**src/ihpp_pkg.sv**
```systemverilog
`timescale 1ns / 1ps
`default_nettype none

package ihpp_pkg;

	// Default width of the byte position counter.
	localparam int POSITION_BITS_DEF = 32;
	// Depth of the queue between the byte classifier and the parser.
	localparam int MID_DEPTH_DEF = 4;
	// Depth of the result queue.
	localparam int RES_DEPTH = 2;

	// File magic, stored little-endian in the first two bytes.
	localparam logic [15:0] MAGIC = 16'hC6F5;
	localparam logic [7:0] MAGIC_LO = MAGIC[7:0];
	localparam logic [7:0] MAGIC_HI = MAGIC[15:8];

	// Type byte that introduces a keyed property, and the key terminator.
	localparam logic [7:0] TYPE_KEYED = 8'h01;
	localparam logic [7:0] KEY_NUL = 8'h00;

	// Result status codes.
	localparam logic [1:0] ST_OK = 2'd0;
	localparam logic [1:0] ST_BAD_MAGIC = 2'd1;
	localparam logic [1:0] ST_BEYOND = 2'd2;
	localparam logic [1:0] ST_SHORT = 2'd3;

	// Matched key codes: key table index plus one.
	localparam logic [2:0] KEY_NONE = 3'd0;
	localparam logic [2:0] KEY_HEIGHT = 3'd1;
	localparam logic [2:0] KEY_WIDTH = 3'd2;
	localparam logic [2:0] KEY_COMP_FORMAT = 3'd3;
	localparam logic [2:0] KEY_SIZE = 3'd4;
	localparam logic [2:0] KEY_FORMAT = 3'd5;
	localparam logic [2:0] KEY_TYPE = 3'd6;

	localparam int KEY_COUNT = 6;
	localparam logic [4:0] KEY_IDX_MAX = 5'd31;

	localparam logic [4:0] KEY_LEN [KEY_COUNT] = '{5'd6, 5'd5, 5'd16, 5'd4, 5'd6, 5'd4};

	localparam logic [7:0] KEY_TEXT [KEY_COUNT][16] = '{
		'{"h", "e", "i", "g", "h", "t", 8'h00, 8'h00,
		  8'h00, 8'h00, 8'h00, 8'h00, 8'h00, 8'h00, 8'h00, 8'h00},
		'{"w", "i", "d", "t", "h", 8'h00, 8'h00, 8'h00,
		  8'h00, 8'h00, 8'h00, 8'h00, 8'h00, 8'h00, 8'h00, 8'h00},
		'{"c", "o", "m", "p", "r", "e", "s", "s",
		  "e", "d", "F", "o", "r", "m", "a", "t"},
		'{"s", "i", "z", "e", 8'h00, 8'h00, 8'h00, 8'h00,
		  8'h00, 8'h00, 8'h00, 8'h00, 8'h00, 8'h00, 8'h00, 8'h00},
		'{"f", "o", "r", "m", "a", "t", 8'h00, 8'h00,
		  8'h00, 8'h00, 8'h00, 8'h00, 8'h00, 8'h00, 8'h00, 8'h00},
		'{"t", "y", "p", "e", 8'h00, 8'h00, 8'h00, 8'h00,
		  8'h00, 8'h00, 8'h00, 8'h00, 8'h00, 8'h00, 8'h00, 8'h00}
	};

	// Parser phases.
	typedef enum logic [2:0] {
		PH_MAGIC,
		PH_OFFSET,
		PH_TYPE,
		PH_KEY,
		PH_VALUE,
		PH_SKIP
	} phase_t;

	typedef struct packed {
		logic [7:0] file_byte;
		logic       last;
	} in_t;

	typedef struct packed {
		logic [1:0]         status;
		logic signed [31:0] image_width;
		logic signed [31:0] image_height;
		logic signed [31:0] pixel_format;
		logic               is_compressed;
		logic signed [31:0] compressed_size;
		logic signed [31:0] component_type;
		logic [31:0]        data_offset;
		logic [31:0]        data_size;
	} out_t;

	// Byte as classified by its position in the file.
	typedef struct packed {
		logic [7:0] file_byte;
		logic       last;
		logic       pos_zero;   // first byte of the file
		logic       pre_valid;  // one of the eight offset bytes
		logic [2:0] pre_idx;    // byte lane within the offset
		logic       pre_end;    // last offset byte or later
		logic       short_file; // file would be shorter than the preheader
	} tag_t;

endpackage

`default_nettype wire

```
**src/ihpp_fifo.sv**
```systemverilog
`timescale 1ns / 1ps
`default_nettype none

module ihpp_fifo #(
	parameter int WIDTH = 8,
	parameter int DEPTH = 2
) (
	input  wire logic             clk,
	input  wire logic             arst_n,
	input  wire logic             push,
	output logic                  full,
	input  wire logic [WIDTH-1:0] wr_data,
	input  wire logic             pop,
	output logic                  empty,
	output logic      [WIDTH-1:0] rd_data
);

	localparam int PTR_W = (DEPTH > 1) ? $clog2(DEPTH) : 1;
	localparam int CNT_W = $clog2(DEPTH + 1);

	logic [WIDTH-1:0] mem_q [DEPTH];
	logic [PTR_W-1:0] wr_ptr_q;
	logic [PTR_W-1:0] rd_ptr_q;
	logic [CNT_W-1:0] cnt_q;
	logic             do_push;
	logic             do_pop;

	assign full    = (cnt_q == CNT_W'(DEPTH));
	assign empty   = (cnt_q == '0);
	assign do_push = push && !full;
	assign do_pop  = pop && !empty;
	assign rd_data = mem_q[rd_ptr_q];

	always_ff @(posedge clk) begin
		if (do_push) begin
			mem_q[wr_ptr_q] <= wr_data;
		end
	end

	always_ff @(posedge clk or negedge arst_n) begin
		if (!arst_n) begin
			wr_ptr_q <= '0;
			rd_ptr_q <= '0;
			cnt_q    <= '0;
		end else begin
			if (do_push) begin
				wr_ptr_q <= (wr_ptr_q == PTR_W'(DEPTH - 1)) ? '0 : wr_ptr_q + 1'b1;
			end
			if (do_pop) begin
				rd_ptr_q <= (rd_ptr_q == PTR_W'(DEPTH - 1)) ? '0 : rd_ptr_q + 1'b1;
			end
			case ({do_push, do_pop})
				2'b10: begin
					cnt_q <= cnt_q + 1'b1;
				end
				2'b01: begin
					cnt_q <= cnt_q - 1'b1;
				end
				default: begin
					cnt_q <= cnt_q;
				end
			endcase
		end
	end

endmodule

`default_nettype wire

```
**src/ihpp_front.sv**
```systemverilog
`timescale 1ns / 1ps
`default_nettype none

module ihpp_front #(
	parameter int POSITION_BITS = ihpp_pkg::POSITION_BITS_DEF
) (
	input  wire logic                     clk,
	input  wire logic                     arst_n,
	input  wire logic                     push,
	output logic                          full,
	input  wire ihpp_pkg::in_t            item,
	input  wire logic                     mid_full,
	output logic                          mid_push,
	output ihpp_pkg::tag_t                mid_tag,
	output logic [POSITION_BITS-1:0]      mid_pos
);

	logic [POSITION_BITS-1:0] pos_q;

	assign full     = mid_full;
	assign mid_push = push && !mid_full;
	assign mid_pos  = pos_q;

	always_comb begin
		mid_tag.file_byte  = item.file_byte;
		mid_tag.last       = item.last;
		mid_tag.pos_zero   = (pos_q == '0);
		mid_tag.pre_valid  = (pos_q >= POSITION_BITS'(2)) && (pos_q <= POSITION_BITS'(9));
		mid_tag.pre_idx    = pos_q[2:0] - 3'd2;
		mid_tag.pre_end    = (pos_q >= POSITION_BITS'(9));
		mid_tag.short_file = (pos_q < POSITION_BITS'(9));
	end

	// The position saturates at its largest value and restarts with each file.
	always_ff @(posedge clk or negedge arst_n) begin
		if (!arst_n) begin
			pos_q <= '0;
		end else if (mid_push) begin
			if (item.last) begin
				pos_q <= '0;
			end else if (pos_q != '1) begin
				pos_q <= pos_q + 1'b1;
			end
		end
	end

endmodule

`default_nettype wire

```
**src/ihpp_back.sv**
```systemverilog
`timescale 1ns / 1ps
`default_nettype none

module ihpp_back #(
	parameter int POSITION_BITS = ihpp_pkg::POSITION_BITS_DEF
) (
	input  wire logic                     clk,
	input  wire logic                     arst_n,
	input  wire logic                     mid_empty,
	output logic                          mid_pop,
	input  wire ihpp_pkg::tag_t           mid_tag,
	input  wire logic [POSITION_BITS-1:0] mid_pos,
	input  wire logic                     res_full,
	output logic                          res_push,
	output ihpp_pkg::out_t                res_data
);

	localparam int LEN_W = POSITION_BITS + 1;
	localparam bit FULL_WIDTH = (POSITION_BITS == 64);
	localparam logic [63:0] POS_MASK = 64'hFFFF_FFFF_FFFF_FFFF >> (64 - POSITION_BITS);

	ihpp_pkg::phase_t phase_q, phase_d;
	logic        magic_q, magic_d;
	logic [63:0] off_q, off_d;
	logic [5:0]  cand_q, cand_d;
	logic [4:0]  kidx_q, kidx_d;
	logic [31:0] val_q, val_d;
	logic [1:0]  vcnt_q, vcnt_d;
	logic [2:0]  match_q, match_d;
	logic [31:0] height_q, height_d;
	logic [31:0] width_q, width_d;
	logic [31:0] fmt_q, fmt_d;
	logic [31:0] size_q, size_d;
	logic [31:0] type_q, type_d;
	logic        comp_q, comp_d;

	logic             take;
	logic             pos_reached;
	logic [LEN_W-1:0] len;
	logic             off_big;
	logic             off_gt;

	assign take        = !mid_empty && (!mid_tag.last || !res_full);
	assign mid_pop     = take;
	assign res_push    = take && mid_tag.last;
	assign pos_reached = (64'(mid_pos) >= off_q);

	always_comb begin : next_phase
		phase_d = phase_q;
		case (phase_q)
			ihpp_pkg::PH_MAGIC: begin
				if (!mid_tag.pos_zero) begin
					phase_d = magic_d ? ihpp_pkg::PH_OFFSET : ihpp_pkg::PH_SKIP;
				end
			end
			ihpp_pkg::PH_OFFSET: begin
				if (mid_tag.pre_end) begin
					phase_d = ihpp_pkg::PH_TYPE;
				end
			end
			ihpp_pkg::PH_TYPE: begin
				if (pos_reached) begin
					phase_d = ihpp_pkg::PH_SKIP;
				end else if (mid_tag.file_byte == ihpp_pkg::TYPE_KEYED) begin
					phase_d = ihpp_pkg::PH_KEY;
				end
			end
			ihpp_pkg::PH_KEY: begin
				if (mid_tag.file_byte == ihpp_pkg::KEY_NUL) begin
					phase_d = ihpp_pkg::PH_VALUE;
				end
			end
			ihpp_pkg::PH_VALUE: begin
				if (vcnt_q == 2'd3) begin
					phase_d = ihpp_pkg::PH_TYPE;
				end
			end
			default: begin
				phase_d = phase_q;
			end
		endcase
	end

	always_comb begin : datapath
		magic_d  = magic_q;
		off_d    = off_q;
		cand_d   = cand_q;
		kidx_d   = kidx_q;
		val_d    = val_q;
		vcnt_d   = vcnt_q;
		match_d  = match_q;
		height_d = height_q;
		width_d  = width_q;
		fmt_d    = fmt_q;
		size_d   = size_q;
		type_d   = type_q;
		comp_d   = comp_q;
		case (phase_q)
			ihpp_pkg::PH_MAGIC: begin
				if (mid_tag.pos_zero) begin
					magic_d = (mid_tag.file_byte == ihpp_pkg::MAGIC_LO);
				end else begin
					magic_d = magic_q && (mid_tag.file_byte == ihpp_pkg::MAGIC_HI);
				end
			end
			ihpp_pkg::PH_OFFSET: begin
				if (mid_tag.pre_valid) begin
					off_d = off_q | (64'(mid_tag.file_byte) << {mid_tag.pre_idx, 3'b000});
				end
			end
			ihpp_pkg::PH_TYPE: begin
				if (!pos_reached && mid_tag.file_byte == ihpp_pkg::TYPE_KEYED) begin
					cand_d  = '1;
					kidx_d  = '0;
					match_d = ihpp_pkg::KEY_NONE;
				end
			end
			ihpp_pkg::PH_KEY: begin
				if (mid_tag.file_byte == ihpp_pkg::KEY_NUL) begin
					// A later table entry wins when several lengths fit.
					match_d = ihpp_pkg::KEY_NONE;
					for (int k = 0; k < ihpp_pkg::KEY_COUNT; k++) begin
						if (cand_q[k] && ihpp_pkg::KEY_LEN[k] == kidx_q) begin
							match_d = 3'(k + 1);
						end
					end
					val_d  = '0;
					vcnt_d = '0;
				end else begin
					for (int k = 0; k < ihpp_pkg::KEY_COUNT; k++) begin
						if (!(kidx_q < ihpp_pkg::KEY_LEN[k] &&
						      ihpp_pkg::KEY_TEXT[k][kidx_q[3:0]] == mid_tag.file_byte)) begin
							cand_d[k] = 1'b0;
						end
					end
					if (kidx_q != ihpp_pkg::KEY_IDX_MAX) begin
						kidx_d = kidx_q + 1'b1;
					end
				end
			end
			ihpp_pkg::PH_VALUE: begin
				val_d = val_q | (32'(mid_tag.file_byte) << {vcnt_q, 3'b000});
				if (vcnt_q == 2'd3) begin
					vcnt_d = '0;
					case (match_q)
						ihpp_pkg::KEY_HEIGHT: begin
							height_d = val_d;
						end
						ihpp_pkg::KEY_WIDTH: begin
							width_d = val_d;
						end
						ihpp_pkg::KEY_COMP_FORMAT: begin
							fmt_d  = val_d;
							comp_d = 1'b1;
						end
						ihpp_pkg::KEY_SIZE: begin
							size_d = val_d;
						end
						ihpp_pkg::KEY_FORMAT: begin
							fmt_d  = val_d;
							comp_d = 1'b0;
						end
						ihpp_pkg::KEY_TYPE: begin
							type_d = val_d;
						end
						default: begin
							comp_d = comp_q;
						end
					endcase
				end else begin
					vcnt_d = vcnt_q + 1'b1;
				end
			end
			default: begin
				magic_d = magic_q;
			end
		endcase
	end

	// File length on the last byte; it saturates only with a full 64-bit position.
	always_comb begin
		if (FULL_WIDTH && (&mid_pos)) begin
			len = LEN_W'(mid_pos);
		end else begin
			len = LEN_W'(mid_pos) + 1'b1;
		end
		off_big = |(off_d & ~POS_MASK);
		off_gt  = ({1'b0, off_d} > 65'(len));
	end

	always_comb begin : result
		res_data = '0;
		if (!mid_tag.pos_zero && !magic_d) begin
			res_data.status = ihpp_pkg::ST_BAD_MAGIC;
		end else if (mid_tag.short_file) begin
			res_data.status = ihpp_pkg::ST_SHORT;
		end else begin
			res_data.image_width     = width_d;
			res_data.image_height    = height_d;
			res_data.pixel_format    = fmt_d;
			res_data.is_compressed   = comp_d;
			res_data.compressed_size = size_d;
			res_data.component_type  = type_d;
			res_data.data_offset     = off_d[31:0];
			if (off_big || off_gt) begin
				res_data.status = ihpp_pkg::ST_BEYOND;
			end else begin
				res_data.status    = ihpp_pkg::ST_OK;
				res_data.data_size = 32'(len) - off_d[31:0];
			end
		end
	end

	always_ff @(posedge clk or negedge arst_n) begin
		if (!arst_n) begin
			phase_q  <= ihpp_pkg::PH_MAGIC;
			magic_q  <= 1'b0;
			off_q    <= '0;
			cand_q   <= '1;
			kidx_q   <= '0;
			val_q    <= '0;
			vcnt_q   <= '0;
			match_q  <= ihpp_pkg::KEY_NONE;
			height_q <= '0;
			width_q  <= '0;
			fmt_q    <= '0;
			size_q   <= '0;
			type_q   <= '0;
			comp_q   <= 1'b0;
		end else if (take) begin
			if (mid_tag.last) begin
				phase_q  <= ihpp_pkg::PH_MAGIC;
				magic_q  <= 1'b0;
				off_q    <= '0;
				cand_q   <= '1;
				kidx_q   <= '0;
				val_q    <= '0;
				vcnt_q   <= '0;
				match_q  <= ihpp_pkg::KEY_NONE;
				height_q <= '0;
				width_q  <= '0;
				fmt_q    <= '0;
				size_q   <= '0;
				type_q   <= '0;
				comp_q   <= 1'b0;
			end else begin
				phase_q  <= phase_d;
				magic_q  <= magic_d;
				off_q    <= off_d;
				cand_q   <= cand_d;
				kidx_q   <= kidx_d;
				val_q    <= val_d;
				vcnt_q   <= vcnt_d;
				match_q  <= match_d;
				height_q <= height_d;
				width_q  <= width_d;
				fmt_q    <= fmt_d;
				size_q   <= size_d;
				type_q   <= type_d;
				comp_q   <= comp_d;
			end
		end
	end

endmodule

`default_nettype wire

```
**src/image_header_property_parser_top.sv**
```systemverilog
`timescale 1ns / 1ps
`default_nettype none

// Raw image header parser. Feed the file one byte per transfer on item, with
// item.last set on the final byte; each file yields exactly one result transfer
// carrying the status, the width, height, format, size and type properties,
// the data offset and the data size, after which the block is ready for the
// next file with no gap. One byte is taken every clock cycle while the middle
// queue is not full: a classifier tags each byte with its position and hands
// it through a small queue to the parser, which consumes one tagged byte per
// cycle unless a last byte waits on a full result queue, so the sustained
// rate is set by that single parser step. Each byte passes through the middle
// queue, and each result waits in a two-entry result queue; the input keeps
// flowing while results wait, and only stalls once both the result queue and
// the middle queue are full. There is no initialization pass after reset.
module image_header_property_parser_top #(
	parameter int POSITION_BITS = ihpp_pkg::POSITION_BITS_DEF,
	parameter int MID_DEPTH = ihpp_pkg::MID_DEPTH_DEF
) (
	input  wire logic           clk,
	input  wire logic           arst_n,
	input  wire logic           push,
	output logic                full,
	input  wire ihpp_pkg::in_t  item,
	output logic                empty,
	input  wire logic           pop,
	output ihpp_pkg::out_t      result
);

	localparam int TAG_W = $bits(ihpp_pkg::tag_t);
	localparam int MID_W = TAG_W + POSITION_BITS;
	localparam int RES_W = $bits(ihpp_pkg::out_t);

	// Front side: position counter and byte classification.
	logic                     mid_push;
	logic                     mid_full;
	ihpp_pkg::tag_t           front_tag;
	logic [POSITION_BITS-1:0] front_pos;

	// Back side: tagged bytes leaving the middle queue.
	logic                     mid_pop;
	logic                     mid_empty;
	logic [MID_W-1:0]         mid_rd;
	ihpp_pkg::tag_t           back_tag;
	logic [POSITION_BITS-1:0] back_pos;

	// Results from the parser into the result queue.
	logic                     res_push;
	logic                     res_full;
	ihpp_pkg::out_t           res_data;
	logic [RES_W-1:0]         res_rd;

	ihpp_front #(
		.POSITION_BITS(POSITION_BITS)
	) u_front (
		.clk      (clk),
		.arst_n   (arst_n),
		.push     (push),
		.full     (full),
		.item     (item),
		.mid_full (mid_full),
		.mid_push (mid_push),
		.mid_tag  (front_tag),
		.mid_pos  (front_pos)
	);

	ihpp_fifo #(
		.WIDTH(MID_W),
		.DEPTH(MID_DEPTH)
	) u_mid_queue (
		.clk     (clk),
		.arst_n  (arst_n),
		.push    (mid_push),
		.full    (mid_full),
		.wr_data ({front_tag, front_pos}),
		.pop     (mid_pop),
		.empty   (mid_empty),
		.rd_data (mid_rd)
	);

	assign back_tag = ihpp_pkg::tag_t'(mid_rd[MID_W-1:POSITION_BITS]);
	assign back_pos = mid_rd[POSITION_BITS-1:0];

	ihpp_back #(
		.POSITION_BITS(POSITION_BITS)
	) u_back (
		.clk       (clk),
		.arst_n    (arst_n),
		.mid_empty (mid_empty),
		.mid_pop   (mid_pop),
		.mid_tag   (back_tag),
		.mid_pos   (back_pos),
		.res_full  (res_full),
		.res_push  (res_push),
		.res_data  (res_data)
	);

	ihpp_fifo #(
		.WIDTH(RES_W),
		.DEPTH(ihpp_pkg::RES_DEPTH)
	) u_res_queue (
		.clk     (clk),
		.arst_n  (arst_n),
		.push    (res_push),
		.full    (res_full),
		.wr_data (res_data),
		.pop     (pop),
		.empty   (empty),
		.rd_data (res_rd)
	);

	assign result = ihpp_pkg::out_t'(res_rd);

`ifndef SYNTH
	// The parser only consumes a byte that is really waiting.
	a_mid_pop_nonempty: assert property (@(posedge clk) disable iff (!arst_n)
		mid_pop |-> !mid_empty)
		else $error("parser consumed from an empty middle queue");

	// A result is produced only for the last byte of a file, and never into a full queue.
	a_res_push_last: assert property (@(posedge clk) disable iff (!arst_n)
		res_push |-> (back_tag.last && !res_full))
		else $error("result transfer without a last byte or into a full queue");

	// A bad magic result carries no offset or size.
	a_bad_magic_clean: assert property (@(posedge clk) disable iff (!arst_n)
		(res_push && res_data.status == ihpp_pkg::ST_BAD_MAGIC) |->
		(res_data.data_offset == '0 && res_data.data_size == '0))
		else $error("bad magic result carries offset or size");

	// A flagged offset always reports a zero data size.
	a_beyond_size_zero: assert property (@(posedge clk) disable iff (!arst_n)
		(res_push && res_data.status == ihpp_pkg::ST_BEYOND) |-> (res_data.data_size == '0))
		else $error("offset beyond file reported with nonzero size");
`endif

endmodule

`default_nettype wire
```
**config.mk**
```make
export PLATFORM = sky130hd
export DESIGN_NAME = image_header_property_parser_top
export DESIGN_NICKNAME = d
export VERILOG_FILES = /design/src/ihpp_pkg.sv /design/src/ihpp_fifo.sv /design/src/ihpp_front.sv /design/src/ihpp_back.sv /design/src/image_header_property_parser_top.sv
export SDC_FILE = /design/constraint.sdc
export NUM_CORES = 2
export LEC_CHECK = 0
export BUFFER_PORTS_ARGS = -buffer_cell sky130_fd_sc_hd__buf_2
export CORE_ASPECT_RATIO = 1.75
export CORE_MARGIN = 2
export CORE_UTILIZATION = 56
export DETAILED_ROUTE_END_ITERATION = 10
export GPL_TIMING_DRIVEN = 0
export PLACE_DENSITY = 0.74
export RECOVER_POWER = 50
export SYNTH_ARGS = -nofsm -noshare
export SYNTH_HDL_FRONTEND = slang
export SYNTH_HIERARCHICAL = 1
export SYNTH_SLANG_ARGS = --single-unit
```
**constraint.sdc**
```tcl
create_clock -name clk -period 26.6 [get_ports clk]
set_input_delay 5.32 -clock clk [delete_from_list [all_inputs] [get_ports clk]]
set_output_delay 5.32 -clock clk [all_outputs]
set_load 0.02 [all_outputs]
```
==> impl_metrics.env <==
export IMPL_tns_ns=0
export IMPL_final_util_pct=63.55
export IMPL_synth_warnings=6
export IMPL_cts_setup_buffers=0
export IMPL_overflow=0
export IMPL_critPathLaunchType="input port"
export IMPL_clkTransAtPathRegs_ns=0.07
export IMPL_timing_final_crit_period_ns=9.948
export IMPL_yosysTopAreaCellShare_pct=43.27
export IMPL_grt_pass1_wl_um=188200
export IMPL_vdd_drop_max_uv=100.6
export IMPL_fmax_ghz=0.1005
export IMPL_io_pins=242
export IMPL_htree_levels=3
export IMPL_status="finished with violations"
export IMPL_synth_top_cell_by_area="edfxtp_1"
export IMPL_areaGrowthSynthToFinish_pct=12.75
export IMPL_initial_core_util_pct=56.36
export IMPL_multiInputGateArea_um2=15570
export IMPL_clk_latency_ns=0.70
export IMPL_power_leakage_nw=19.56
export IMPL_layout_common_cells="646 x edfxtp_1, 373 x nor2_1, 314 x dfrtp_1, 256 x buf_2, 232 x mux2_2"
export IMPL_via_per_inst=6.217
export IMPL_slew_headroom_pct=-282.7
export IMPL_violations="max-capacitance violations, max-slew violations"
export IMPL_setup_viol=0
export IMPL_total_power_mw=6.575
export IMPL_core_um2=79540
export IMPL_p_per_area_nw_per_um2=130.1
export IMPL_num_nets_final=3933
export IMPL_grt_use_total_pct=30.71
export IMPL_synthCells=3464
export IMPL_synth_area_um2=44830
export IMPL_async_flop_share_pct=33.13
export IMPL_max_slew_worst_pin_slew_ns=5.741
export IMPL_cp_arrival_ns=9.32
export IMPL_io_buffer_count=232
export IMPL_clk_path_buf_depth=3
export IMPL_synth_area_leaders="edfxtp_1 43%, dfrtp_1 18%, mux2_2 5.8%"
export IMPL_finalCritPeriodShare_pct=37.40
export IMPL_syn_nets=3598
export IMPL_yosysSeqAreaShare_pct=61.15
export IMPL_crit_family="buffers and inverters"
export IMPL_cts_root_buf="clkbuf_16"
export IMPL_grt_max_degree=118
export IMPL_die_area_um2=82420
export IMPL_regArea_um2=27410
export IMPL_crit_type="in -> async"
export IMPL_cp_slowest_stage_delay_ns=3.93
export IMPL_clkSinkCount=966
export IMPL_antenna_found_initial=3
export IMPL_worstHoldPathType="reg -> reg"
export IMPL_final_common_cell="edfxtp_1"
export IMPL_max_cap_violations=5
export IMPL_crit_required_ns=25.97
export IMPL_dr_pass1_iters=6
export IMPL_cts_resized=0
export IMPL_ys_seq_elements=966
export IMPL_yosys_cell_types_count=98
export IMPL_path_max_fanout=102
export IMPL_cts_inserted_buffers=84
export IMPL_crit_path_cell_trace="clkbuf_1"
export IMPL_drive_above_1_share_pct=20.02
export IMPL_postCtsHoldBufs=0
export IMPL_hold_viol_final=0
export IMPL_cp_num_buf_inv=1
export IMPL_dpl_hpwl_um=92740
export IMPL_route_detailed_drc=0
export IMPL_post_synth_cell_area_avg_um2=12.94
export IMPL_globalplace_congestion=0.9993
export IMPL_post_drt_wl_per_cell_um=25.47
export IMPL_synth_edf_count=646
export IMPL_tritoncts="done"
export IMPL_num_vias=30542
export IMPL_drtIter0Drc=2716
export IMPL_critical_path_slowest_cell="clkbuf_1"
export IMPL_nFillCells=6020
export IMPL_die_y_um=378.3
export IMPL_end_kind="asynchronous set/reset pin"
export IMPL_slew_viol_final=246
export IMPL_die_w_um=217.9
export IMPL_antenna_cells=0
export IMPL_synth_main_ff_cell="edfxtp_1"
export IMPL_fin_skew_ns=0.05311
export IMPL_wl_um=125100
export IMPL_rows=137
export IMPL_grt_pass1_vias=31081
export IMPL_rsz0062_at_grt="no"
export IMPL_ant_nets=0
==> logic make-up (layout without fill, tap and decap cells) <==
| group | Yosys count | in the layout | synth area share [%] |
|---|---|---|---|
| AOI/OAI and AO/OA | 829 | 829 | 12.89 |
| muxes | 289 | 289 | 8.440 |
| DFF | 966 | 966 | 61.15 |
| xor gates and xnor gates | 75 | 75 | 1.465 |
| buffers and inverters | 383 | 790 | 4.105 |
| adders and majority gates | 121 | 121 | 3.411 |
| and+or+nand+nor | 801 | 801 | 8.543 |
==> per-stage QoR <==
stage	worst slack [ns]	hold WS [ns]	area [µm²]	std cells
2_1_floorplan	13.78	0.4493	44830	3464
3_3_place_gp	7.077	0.4597	47300	4738
3_5_place_dp	18.87	0.4674	47700	4755
4_1_cts	18.94	0.4815	50730	4913
5_1_grt	15.53	0.4995	50550	4913
6_report	16.65	0.4777	50550	4913
==> power breakdown <==
group / internal, mW / total [mW] / switching (mW)
Sequential: 2.07 / 2.18 / 0.102
Combinational: 0.960 / 3.07 / 2.11
Clock: 0.765 / 1.33 / 0.566
==> area by class of cell <==
type / instances / area share, %
flip-flops and latches: 966 / 54.24
multi-input cells: 2115 / 30.81
clock buffers: 103 / 4.505
repair buffers: 249 / 2.914
well taps: 1042 / 2.579
plain buffers: 240 / 2.413
clock inverters: 55 / 1.483
inverters: 143 / 1.062
==> metal layers <==
metal  vias to the layer above  GRT usage [%]  part of all wire, %
met4                         4          19.14                  6.6
met3                       390          4.498                  5.8
met2                      1349          55.75                   53
met5                         -              0                0.017
met1                     15111          33.43                   35
li1                      13688              -                    -
==> sequential cells by signal, indices dropped and copies added, names as in the netlist, 3 cells and up <==
| signal | flops |
|---|---|
| u_res_queue/mem_q | 454 |
| u_back/off_q | 64 |
| u_back/fmt_q | 32 |
| u_mid_queue/cnt_q | 3 |
| u_back/match_q | 3 |
| u_back/val_q | 32 |
| u_back/cand_q | 6 |
| u_mid_queue/mem_q | 192 |
| u_back/kidx_q | 5 |
| u_front/mid_pos | 32 |
| u_back/phase_q | 3 |
| u_back/size_q | 32 |
| u_back/height_q | 32 |
| u_back/type_q | 32 |
| u_back/width_q | 32 |
==> synth_stat cells, drive strengths merged (6+ instances only) <==
| cell type | instances |
|---|---|
| buf | 116 |
| nor2b | 19 |
| clkbuf | 124 |
| a21o | 25 |
| o21ai | 115 |
| nand2b | 23 |
| dfrtp | 314 |
| xnor2 | 37 |
| o21a | 9 |
| nor2 | 373 |
| dfstp | 6 |
| nand2 | 155 |
| ha | 119 |
| a21oi | 158 |
| nor3 | 41 |
| nand3 | 42 |
| a22o | 131 |
| nor3b | 7 |
| nor4 | 35 |
| mux2i | 9 |
| mux2 | 232 |
| and3 | 28 |
| inv | 140 |
| a211oi | 203 |
| edfxtp | 646 |
| nand4 | 34 |
| a31oi | 57 |
| o211ai | 7 |
| and2 | 12 |
| o31ai | 57 |
| mux4 | 48 |
| xor2 | 38 |
==> worst paths after layout <==
path,from,endpoint,slack (ns),depth (start not counted)
setup reg to reg,u_mid_queue/rd_ptr_q[0]$_DFFE_PN0P_,u_res_queue/mem_q[0][188]$_DFFE_PP_,17.67,16
hold reg to reg,u_back/val_q[9]$_DFFE_PN0P_,u_back/val_q[9]$_DFFE_PN0P_,0.48,2
setup / recovery,arst_n,u_back/kidx_q[0]$_DFFE_PN0P_,16.65,1
max in group clk,u_mid_queue/rd_ptr_q[0]$_DFFE_PN0P_,u_res_queue/mem_q[0][188]$_DFFE_PP_,17.67,16
hold / removal,u_back/val_q[9]$_DFFE_PN0P_,u_back/val_q[9]$_DFFE_PN0P_,0.48,2
min in group asynchronous,arst_n,u_back/size_q[10]$_DFFE_PN0P_,6.73,1
No activity file was read; power rests on OpenSTA's default activity.
